## src/assert_macros.svh

```systemverilog
// Assertion macros shared by the frame buffer refresh modules.
`ifndef ASSERT_MACROS_SVH
`define ASSERT_MACROS_SVH

// Same-cycle implication, sampled on clk and switched off while in reset.
`define ASSERT_IMP(label, ante, cons, msg) \
  label: assert property (@(posedge clk) disable iff (!rst_n) (ante) |-> (cons)) \
    else $error(msg);

// Next-cycle implication, sampled on clk and switched off while in reset.
`define ASSERT_NEXT(label, ante, cons, msg) \
  label: assert property (@(posedge clk) disable iff (!rst_n) (ante) |=> (cons)) \
    else $error(msg);

`endif

```

## src/lmfr_pkg.sv

```systemverilog
// Types and constants of the LED matrix frame buffer refresh block.
package lmfr_pkg;

  localparam logic [2:0] OP_SET_PIXEL  = 3'd0;
  localparam logic [2:0] OP_SET_UPDATE = 3'd1;
  localparam logic [2:0] OP_WRITE_BYTE = 3'd2;
  localparam logic [2:0] OP_UPDATE     = 3'd3;
  localparam logic [2:0] OP_CLEAR      = 3'd4;

  localparam int         PIX_PER_MOD = 8;
  localparam logic [7:0] LEFT_BIT    = 8'h80;

  typedef struct packed {
    logic [2:0] opcode;
    logic [5:0] pixel_col;
    logic [3:0] pixel_row;
    logic [2:0] row_index;
    logic [1:0] module_index;
    logic [7:0] byte_value;
  } in_item_t;

  typedef struct packed {
    logic [3:0] row_address;
    logic [7:0] row_byte;
    logic       group_end;
    logic       last;
  } out_item_t;

  typedef enum logic [1:0] {
    ST_IDLE,
    ST_PIX_WR,
    ST_REFRESH
  } state_t;

  typedef struct packed {
    logic rd_pix;
    logic wr_pix;
    logic wr_byte;
    logic clear;
    logic ref_start;
    logic rd_ref;
    logic load_out;
  } dp_cmd_t;

  typedef struct packed {
    logic [2:0] opcode;
    logic       pix_ok;
    logic       wb_ok;
    logic       iss_done;
    logic       ld_last;
    logic       out_free;
  } dp_status_t;

endpackage

```

## src/led_matrix_framebuffer_refresh_top.sv

```systemverilog
// Top level of the LED matrix frame buffer and refresh sequencer.
//
//   Channel | Ports                           | Carries
//   input   | in_valid, in_ready, in_data     | one command per transfer
//   result  | out_valid, out_ready, out_data  | one (row address, byte) word per transfer
//
// Write byte, clear and unknown commands complete in the cycle they are taken; set pixel
// reads, then writes, the memory port. An update streams one word per cycle, while
// out_ready is held high, from the single memory read port.
// Reset empties the buffer at once through per-entry valid bits; clear does the same.
// A low out_ready stalls the refresh walk; no command is taken until it ends.
module led_matrix_framebuffer_refresh_top #(
  parameter int ROWS    = 8,
  parameter int MODULES = 4
) (
  input  logic                clk,
  input  logic                rst_n,
  input  logic                in_valid,
  output logic                in_ready,
  input  lmfr_pkg::in_item_t  in_data,
  output logic                out_valid,
  input  logic                out_ready,
  output lmfr_pkg::out_item_t out_data
);
  import lmfr_pkg::*;

  dp_cmd_t    cmd;
  dp_status_t status;

  lmfr_ctrl u_ctrl (
    .clk      (clk),
    .rst_n    (rst_n),
    .in_valid (in_valid),
    .in_ready (in_ready),
    .status   (status),
    .cmd      (cmd)
  );

  lmfr_datapath #(
    .ROWS    (ROWS),
    .MODULES (MODULES)
  ) u_datapath (
    .clk       (clk),
    .rst_n     (rst_n),
    .in_data   (in_data),
    .cmd       (cmd),
    .status    (status),
    .out_ready (out_ready),
    .out_valid (out_valid),
    .out_data  (out_data)
  );

endmodule

```

## src/lmfr_datapath.sv

```systemverilog
// Frame buffer memory, operand checks and address decode, refresh counters and output register.
`include "assert_macros.svh"

module lmfr_datapath #(
  parameter int ROWS    = 8,
  parameter int MODULES = 4
) (
  input  logic               clk,
  input  logic               rst_n,
  input  lmfr_pkg::in_item_t in_data,
  input  lmfr_pkg::dp_cmd_t  cmd,
  output lmfr_pkg::dp_status_t status,
  input  logic               out_ready,
  output logic               out_valid,
  output lmfr_pkg::out_item_t out_data
);
  import lmfr_pkg::*;

  localparam int ROW_W  = (ROWS > 1) ? $clog2(ROWS) : 1;
  localparam int MOD_W  = (MODULES > 1) ? $clog2(MODULES) : 1;
  localparam int ADDR_W = ROW_W + MOD_W;
  localparam int DEPTH  = 1 << ADDR_W;
  localparam int COLS   = MODULES * PIX_PER_MOD;

  logic [7:0]        mem_r [DEPTH];
  logic [DEPTH-1:0]  valid_r;
  logic [7:0]        rdata_r;
  logic [ADDR_W-1:0] pix_addr_r;
  logic [7:0]        mask_r;
  logic [ROW_W-1:0]  iss_row_r, ld_row_r;
  logic [MOD_W-1:0]  iss_mod_r, ld_mod_r;
  logic              iss_done_r;
  logic              out_valid_r;
  out_item_t         out_data_r;

  logic [7:0]        col_w, row_w, col_m1, row_m1, col_mod, ri_w, mi_w;
  logic              pix_ok, wb_ok, ld_group_end, ld_last, out_free;
  logic [ADDR_W-1:0] pix_addr, wb_addr, raddr, waddr;
  logic [7:0]        pix_mask, wdata;
  logic              mem_we, mem_re;

  assign col_w   = {2'b00, in_data.pixel_col};
  assign row_w   = {4'b0000, in_data.pixel_row};
  assign col_m1  = col_w - 8'd1;
  assign row_m1  = row_w - 8'd1;
  assign col_mod = col_m1 >> 3;
  assign ri_w    = {5'b00000, in_data.row_index};
  assign mi_w    = {6'b000000, in_data.module_index};

  assign pix_ok   = (col_w != 8'd0) && (col_w <= 8'(COLS))
                  && (row_w != 8'd0) && (row_w <= 8'(ROWS));
  assign wb_ok    = (ri_w < 8'(ROWS)) && (mi_w < 8'(MODULES));
  assign pix_addr = {row_m1[ROW_W-1:0], col_mod[MOD_W-1:0]};
  assign pix_mask = LEFT_BIT >> col_m1[2:0];
  assign wb_addr  = {ri_w[ROW_W-1:0], mi_w[MOD_W-1:0]};

  assign mem_re = cmd.rd_pix | cmd.rd_ref;
  assign raddr  = cmd.rd_pix ? pix_addr : {iss_row_r, iss_mod_r};
  assign mem_we = cmd.wr_pix | cmd.wr_byte;
  assign waddr  = cmd.wr_pix ? pix_addr_r : wb_addr;
  assign wdata  = cmd.wr_pix ? (rdata_r | mask_r) : in_data.byte_value;

  always_ff @(posedge clk) begin
    if (mem_we) begin
      mem_r[waddr] <= wdata;
    end
    if (mem_re) begin
      rdata_r <= valid_r[raddr] ? mem_r[raddr] : 8'd0;
    end
    if (cmd.rd_pix) begin
      pix_addr_r <= pix_addr;
      mask_r     <= pix_mask;
    end
  end

  always_ff @(posedge clk) begin
    if (!rst_n || cmd.clear) begin
      valid_r <= '0;
    end else if (mem_we) begin
      valid_r[waddr] <= 1'b1;
    end
  end

  always_ff @(posedge clk) begin
    if (!rst_n || cmd.ref_start) begin
      iss_row_r  <= '0;
      iss_mod_r  <= '0;
      iss_done_r <= 1'b0;
    end else if (cmd.rd_ref) begin
      if (iss_mod_r == MOD_W'(MODULES - 1)) begin
        iss_mod_r <= '0;
        if (iss_row_r == ROW_W'(ROWS - 1)) begin
          iss_done_r <= 1'b1;
        end else begin
          iss_row_r <= iss_row_r + 1'b1;
        end
      end else begin
        iss_mod_r <= iss_mod_r + 1'b1;
      end
    end
  end

  assign ld_group_end = (ld_mod_r == MOD_W'(MODULES - 1));
  assign ld_last      = ld_group_end && (ld_row_r == ROW_W'(ROWS - 1));

  always_ff @(posedge clk) begin
    if (!rst_n || cmd.ref_start) begin
      ld_row_r <= '0;
      ld_mod_r <= '0;
    end else if (cmd.load_out) begin
      if (ld_group_end) begin
        ld_mod_r <= '0;
        ld_row_r <= ld_last ? '0 : ld_row_r + 1'b1;
      end else begin
        ld_mod_r <= ld_mod_r + 1'b1;
      end
    end
  end

  assign out_free = !out_valid_r || out_ready;

  always_ff @(posedge clk) begin
    if (!rst_n) begin
      out_valid_r <= 1'b0;
    end else if (cmd.load_out) begin
      out_valid_r <= 1'b1;
    end else if (out_ready) begin
      out_valid_r <= 1'b0;
    end
  end

  always_ff @(posedge clk) begin
    if (cmd.load_out) begin
      out_data_r.row_address <= 4'(ld_row_r) + 4'd1;
      out_data_r.row_byte    <= rdata_r;
      out_data_r.group_end   <= ld_group_end;
      out_data_r.last        <= ld_last;
    end
  end

  assign out_valid = out_valid_r;
  assign out_data  = out_data_r;

  assign status.opcode   = in_data.opcode;
  assign status.pix_ok   = pix_ok;
  assign status.wb_ok    = wb_ok;
  assign status.iss_done = iss_done_r;
  assign status.ld_last  = ld_last;
  assign status.out_free = out_free;

  `ASSERT_IMP(a_load_into_free, cmd.load_out, !out_valid_r || out_ready, "Output word overwritten before its transfer.")
  `ASSERT_IMP(a_no_read_after_done, cmd.rd_ref, !iss_done_r, "Refresh read issued past the end of the buffer.")

endmodule

```

## src/lmfr_ctrl.sv

```systemverilog
// Command sequencer for pixel updates, byte writes, clears and refreshes.
`include "assert_macros.svh"

module lmfr_ctrl (
  input  logic                 clk,
  input  logic                 rst_n,
  input  logic                 in_valid,
  output logic                 in_ready,
  input  lmfr_pkg::dp_status_t status,
  output lmfr_pkg::dp_cmd_t    cmd
);
  import lmfr_pkg::*;

  state_t state_r, state_nxt;
  logic   upd_r, upd_nxt;
  logic   rd_pend_r, rd_pend_nxt;

  always_ff @(posedge clk) begin
    if (!rst_n) begin
      state_r   <= ST_IDLE;
      upd_r     <= 1'b0;
      rd_pend_r <= 1'b0;
    end else begin
      state_r   <= state_nxt;
      upd_r     <= upd_nxt;
      rd_pend_r <= rd_pend_nxt;
    end
  end

  always_comb begin
    state_nxt   = state_r;
    upd_nxt     = upd_r;
    rd_pend_nxt = rd_pend_r;
    cmd         = '0;
    in_ready    = 1'b0;
    unique case (state_r)
      ST_IDLE: begin
        in_ready = 1'b1;
        if (in_valid) begin
          unique case (status.opcode) inside
            OP_SET_PIXEL, OP_SET_UPDATE: begin
              if (status.pix_ok) begin
                cmd.rd_pix = 1'b1;
                upd_nxt    = (status.opcode == OP_SET_UPDATE);
                state_nxt  = ST_PIX_WR;
              end
            end
            OP_WRITE_BYTE: cmd.wr_byte = status.wb_ok;
            OP_UPDATE: begin
              cmd.ref_start = 1'b1;
              state_nxt     = ST_REFRESH;
            end
            OP_CLEAR: cmd.clear = 1'b1;
            default: ;
          endcase
        end
      end
      ST_PIX_WR: begin
        cmd.wr_pix = 1'b1;
        if (upd_r) begin
          cmd.ref_start = 1'b1;
          state_nxt     = ST_REFRESH;
        end else begin
          state_nxt = ST_IDLE;
        end
      end
      ST_REFRESH: begin
        cmd.load_out = rd_pend_r && status.out_free;
        cmd.rd_ref   = !status.iss_done && (!rd_pend_r || cmd.load_out);
        if (cmd.rd_ref) begin
          rd_pend_nxt = 1'b1;
        end else if (cmd.load_out) begin
          rd_pend_nxt = 1'b0;
        end
        if (cmd.load_out && status.ld_last) begin
          state_nxt = ST_IDLE;
        end
      end
      default: state_nxt = ST_IDLE;
    endcase
  end

  `ASSERT_IMP(a_load_needs_data, cmd.load_out, rd_pend_r, "Output loaded without a pending read.")
  `ASSERT_NEXT(a_pix_then_write, cmd.rd_pix, state_r == ST_PIX_WR, "Pixel read not followed by its write.")

endmodule
```

## config.mk

```make
export PLATFORM = sky130hd
export DESIGN_NAME = led_matrix_framebuffer_refresh_top
export DESIGN_NICKNAME = d
export VERILOG_FILES = /design/src/lmfr_pkg.sv /design/src/led_matrix_framebuffer_refresh_top.sv /design/src/lmfr_datapath.sv /design/src/lmfr_ctrl.sv
export VERILOG_INCLUDE_DIRS = /design/src /design/src/src
export SDC_FILE = /design/constraint.sdc
export NUM_CORES = 1
export LEC_CHECK = 0
export BUFFER_PORTS_ARGS = -buffer_cell sky130_fd_sc_hd__buf_2
export CORE_ASPECT_RATIO = 1.2
export CORE_UTILIZATION = 45
export CTS_BUF_LIST = sky130_fd_sc_hd__clkbuf_8
export CTS_CLUSTER_DIAMETER = 40
export DETAILED_ROUTE_END_ITERATION = 8
export GPL_TIMING_DRIVEN = 0
export SLEW_MARGIN = 0
export SYNTH_ARGS = -nofsm -noshare
export SYNTH_HDL_FRONTEND = slang
export SYNTH_SLANG_ARGS = --single-unit
```

## constraint.sdc

```tcl
create_clock -name clk -period 6.4 [get_ports clk]
set_input_delay 1.28 -clock clk [delete_from_list [all_inputs] [get_ports clk]]
set_output_delay 1.28 -clock clk [all_outputs]
set_load 0.01 [all_outputs]
```

==> flow_summary_export.csv <==
group,metric,value,unit
status,status,"finished, final reports clean",
cts,cts_setup_buffers,0,
worst_setup_path,path_depth,14,
synthesis,yosys.area_share.simple,15.4,%
cts,ctsResizeCount,0,
synthesis,postSynthCellCount,1105,
worst_setup_path,path_class,"input pin to flip-flop",
synthesis,synth_seq_cells,339,
synthesis,synth_xor_area_share,0.379,%
worst_setup_path,worst-path-max-fanout,22,
timing,rsz0062_at_grt,"no",
cts,cts_tree,"built",
synthesis,synthMuxAreaShare,3.11,%
placement,dpl.hpwl,25100,um
placement,portBuffers,41,
cts,cts_max_path_buffers,3,
route,dr.pass1.iters,6,
synthesis,yosysTopAreaCellShare,63.0,%
floorplan,core_area,30400,sq um
timing,tightest_slew,1.33,ns
timing,fin_hold_ws,0.442,ns
route,ant_nets,0,
global_routing,grt_overflow,0,
synthesis,synth_fa_ha_area_share,0.631,%
synthesis,seq_area_frac_synth,69.9,%
worst_setup_path,critical-path-top-delay-family,"buffers and inverters",
floorplan,initial_core_util,45.7,%
timing,min_period,5.47,ns
min_path,hold_class,"flip-flop to flip-flop",
synthesis,yosysUniqueCellTypes,59,
floorplan,pin_count,46,
floorplan,die_area,31500,sq um
timing,final_max_slew_viol_count,0,
placement,placed_area,14600,sq um
synthesis,syn_nets,1142,
synthesis,synthesis.area,13900,sq um
worst_setup_path,rrSetupSlack,1.81,ns
synthesis,synth_compound_area_share,8.45,%
floorplan,die_x,162,um
cells_and_area,design_area,15500,sq um
route,postRouteWirelength,36200,um
cts,cts-hold-fix-buffers,0,
synthesis,yosys_warnings,0,
global_routing,antenna_found_initial,0,
cts,cts_buffers,53,
route,num_vias,9132,
route,drtIter0Drc,893,
timing,slew_headroom,11.2,%
global_routing,grt_pass1_vias,8958,
worst_setup_path,cp.arrival,5.76,ns
global_routing,grt_max_degree,33,
route,routedWlPerCell,22.1,um
cells_and_area,diodes,0,
worst_setup_path,reg2reg_depth,10,
timing,period_share,85.5,%
worst_setup_path,worstPathCellList,"clkbuf_1 > or4_4 > buf_6 > nor3_1 > or4_4 > inv_2 > buf_4 > o21ai_2 > clkbuf_1 > buf_1 > mux2i_1 > a32oi_1 > a31oi_1 > a31oi_1",
cells_and_area,nNetsFinal,1238,
route,drc_errors,0,
timing,fin_skew,0.0307,ns
power_and_ir_drop,powerDensity,277,nW/um^2
synthesis,synth_edf_count,291,
cts,clkLatencyLatePin,0.60,ns
synthesis,synth_most_common_cell,"edfxtp_1",
placement,gp_congestion,0.929,
worst_setup_path,cpMaxStageDelayCell,"buf_1",
synthesis,synthTopCellsByArea,"edfxtp_1, nand2_1, dfxtp_1, nand3_1, mux2i_1",
timing,clock.fmax,0.183,GHz
worst_setup_path,cpPeakStageDelay,0.66,ns
synthesis,async_flop_share,0,%
flow_run,max-cap-violations,0,
timing,finalHoldViolCount,0,
global_routing,track_usage,23.5,%
floorplan,dieHeight,194,um
power_and_ir_drop,power.leakage,5.50,nW
cts,clock-sinks,339,
synthesis,synthFlopType,"edfxtp_1",
timing,setup_viol,0,
synthesis,syn_avg_cell_area,12.6,sq um
cells_and_area,drive_above_1_share,11.6,%
synthesis,synthTopCellsByCount,"edfxtp_1, nand2_1, nand3_1",
worst_setup_path,crit_path_end_kind,"flip-flop",
worst_setup_path,path_buf_inv,6,
cts,cts_root_buf,"clkbuf_8",
cts,cts-htree-levels,2,
power_and_ir_drop,worst_ir_drop_vdd,0.124,mV
cells_and_area,syn2layout_area_growth,12.0,%
route,avgViaCountPerCell,5.57,
global_routing,grt_pass1_wl,54200,um
timing,tns,0,ns
worst_setup_path,worstPathRequired,6.69,ns
worst_setup_path,worst_setup_path_start_kind,"input pin",
floorplan,rows,70,
cts,path_clk_slew,0.06,ns
synthesis,synth_top_family_by_area,"simple AND/OR/NAND/NOR gates",
synthesis,yosys.area.top_type,"edfxtp_1",
min_path,hold_depth,0,
## layout by cell type, fill, tap and decap left out, drive strengths merged, types with 4 or more instances in the layout
master	Yosys	final
nor3	9	9
and3	8	8
a31oi	26	26
o31ai	6	6
o22ai	6	6
o21ai	19	19
nand3	74	74
o21a	36	36
ha	7	7
mux2	9	9
a32oi	12	12
nand4	6	6
a2111oi	4	4
nor2	57	57
nand2	287	287
clkbuf	36	91
xnor2	4	4
dfxtp	48	48
nand2b	7	7
a22oi	5	5
nor2b	6	6
a21oi	7	7
a21boi	6	6
and4	5	5
o2111ai	6	6
buf	21	62
o31a	6	6
nand3b	6	6
clkinv	0	24
inv	9	23
mux2i	33	33
o2111a	5	5
nor3b	12	12
edfxtp	291	291
## cell families after synthesis
| group | Yosys count |
|---|---|
| simple gates | 488 |
| flops | 339 |
| compound gates | 157 |
| buf+inv | 66 |
| mux | 42 |
| fa+ha+maj | 7 |
| xor+xnor | 6 |
## area by class of cell
type / instances / area [sq um]
Sequential cell: 339 / 9700
Multi-Input combinational cell: 700 / 3880
Timing Repair Buffer: 41 / 205
Tap cell: 396 / 495
Fill cell: 2644 / 14900
Inverter: 9 / 33.8
Clock buffer: 55 / 757
Buffer: 57 / 262
Clock inverter: 42 / 203
## flip-flops by register name, indices dropped and copies added (netlist names)
| name | count |
|---|---|
| u_datapath.ld_row_r | 3 |
| u_datapath.pix_addr_r | 5 |
| u_datapath.out_valid | 1 |
| u_datapath.mask_r | 8 |
| u_datapath.ld_mod_r | 2 |
| u_datapath.out_data | 14 |
| u_ctrl.upd_r | 1 |
| u_ctrl.rd_pend_r | 1 |
| u_ctrl.state_r | 2 |
| u_datapath.mem_r | 256 |
| u_datapath.iss_row_r | 3 |
| u_datapath.iss_mod_r | 2 |
| u_datapath.rdata_r | 8 |
| u_datapath.valid_r | 32 |
| u_datapath.iss_done_r | 1 |
## path summary, 6_finish.rpt
kind,start,to
worst max-delay path,in_data[19],u_datapath.rdata_r[6]
worst min-delay path,u_datapath.rdata_r[4],u_datapath.out_data[6]
worst max register to register,u_ctrl.state_r[0],u_datapath.rdata_r[6]
worst min register to register,u_datapath.rdata_r[4],u_datapath.out_data[6]
## power by group
group	internal [mW]	switching (mW)
logic	0.0570	0.169
clock network	0.836	0.825
registers	2.42	0.00382
## routing by layer
layer | routed length (um) | GRT usage (%) | vias up
met5 | 0 | 0 | -
met4 | 1520 | 10.8 | 0
met3 | 2420 | 4.76 | 85
met2 | 17300 | 38.2 | 333
met1 | 14900 | 30.2 | 4441
li1 | - | - | 4273
## through the flow
| stage | util [%] | instances | worst slack, ns | power [mW] |
|---|---|---|---|---|
| finish | 51.1 | 1639 | 0.927 | 4.31 |
| global route | 51.1 | 1639 | 0.855 | 4.45 |
| CTS | 51.1 | 1639 | 1.06 | 4.34 |
| detailed placement | 48.0 | 1542 | 0.444 | 2.69 |
| global placement | 48.0 | 1542 | 0.495 | 2.69 |
| floorplan | - | 1105 | 1.88 | 2.59 |
(Power assumes the default switching activity.)
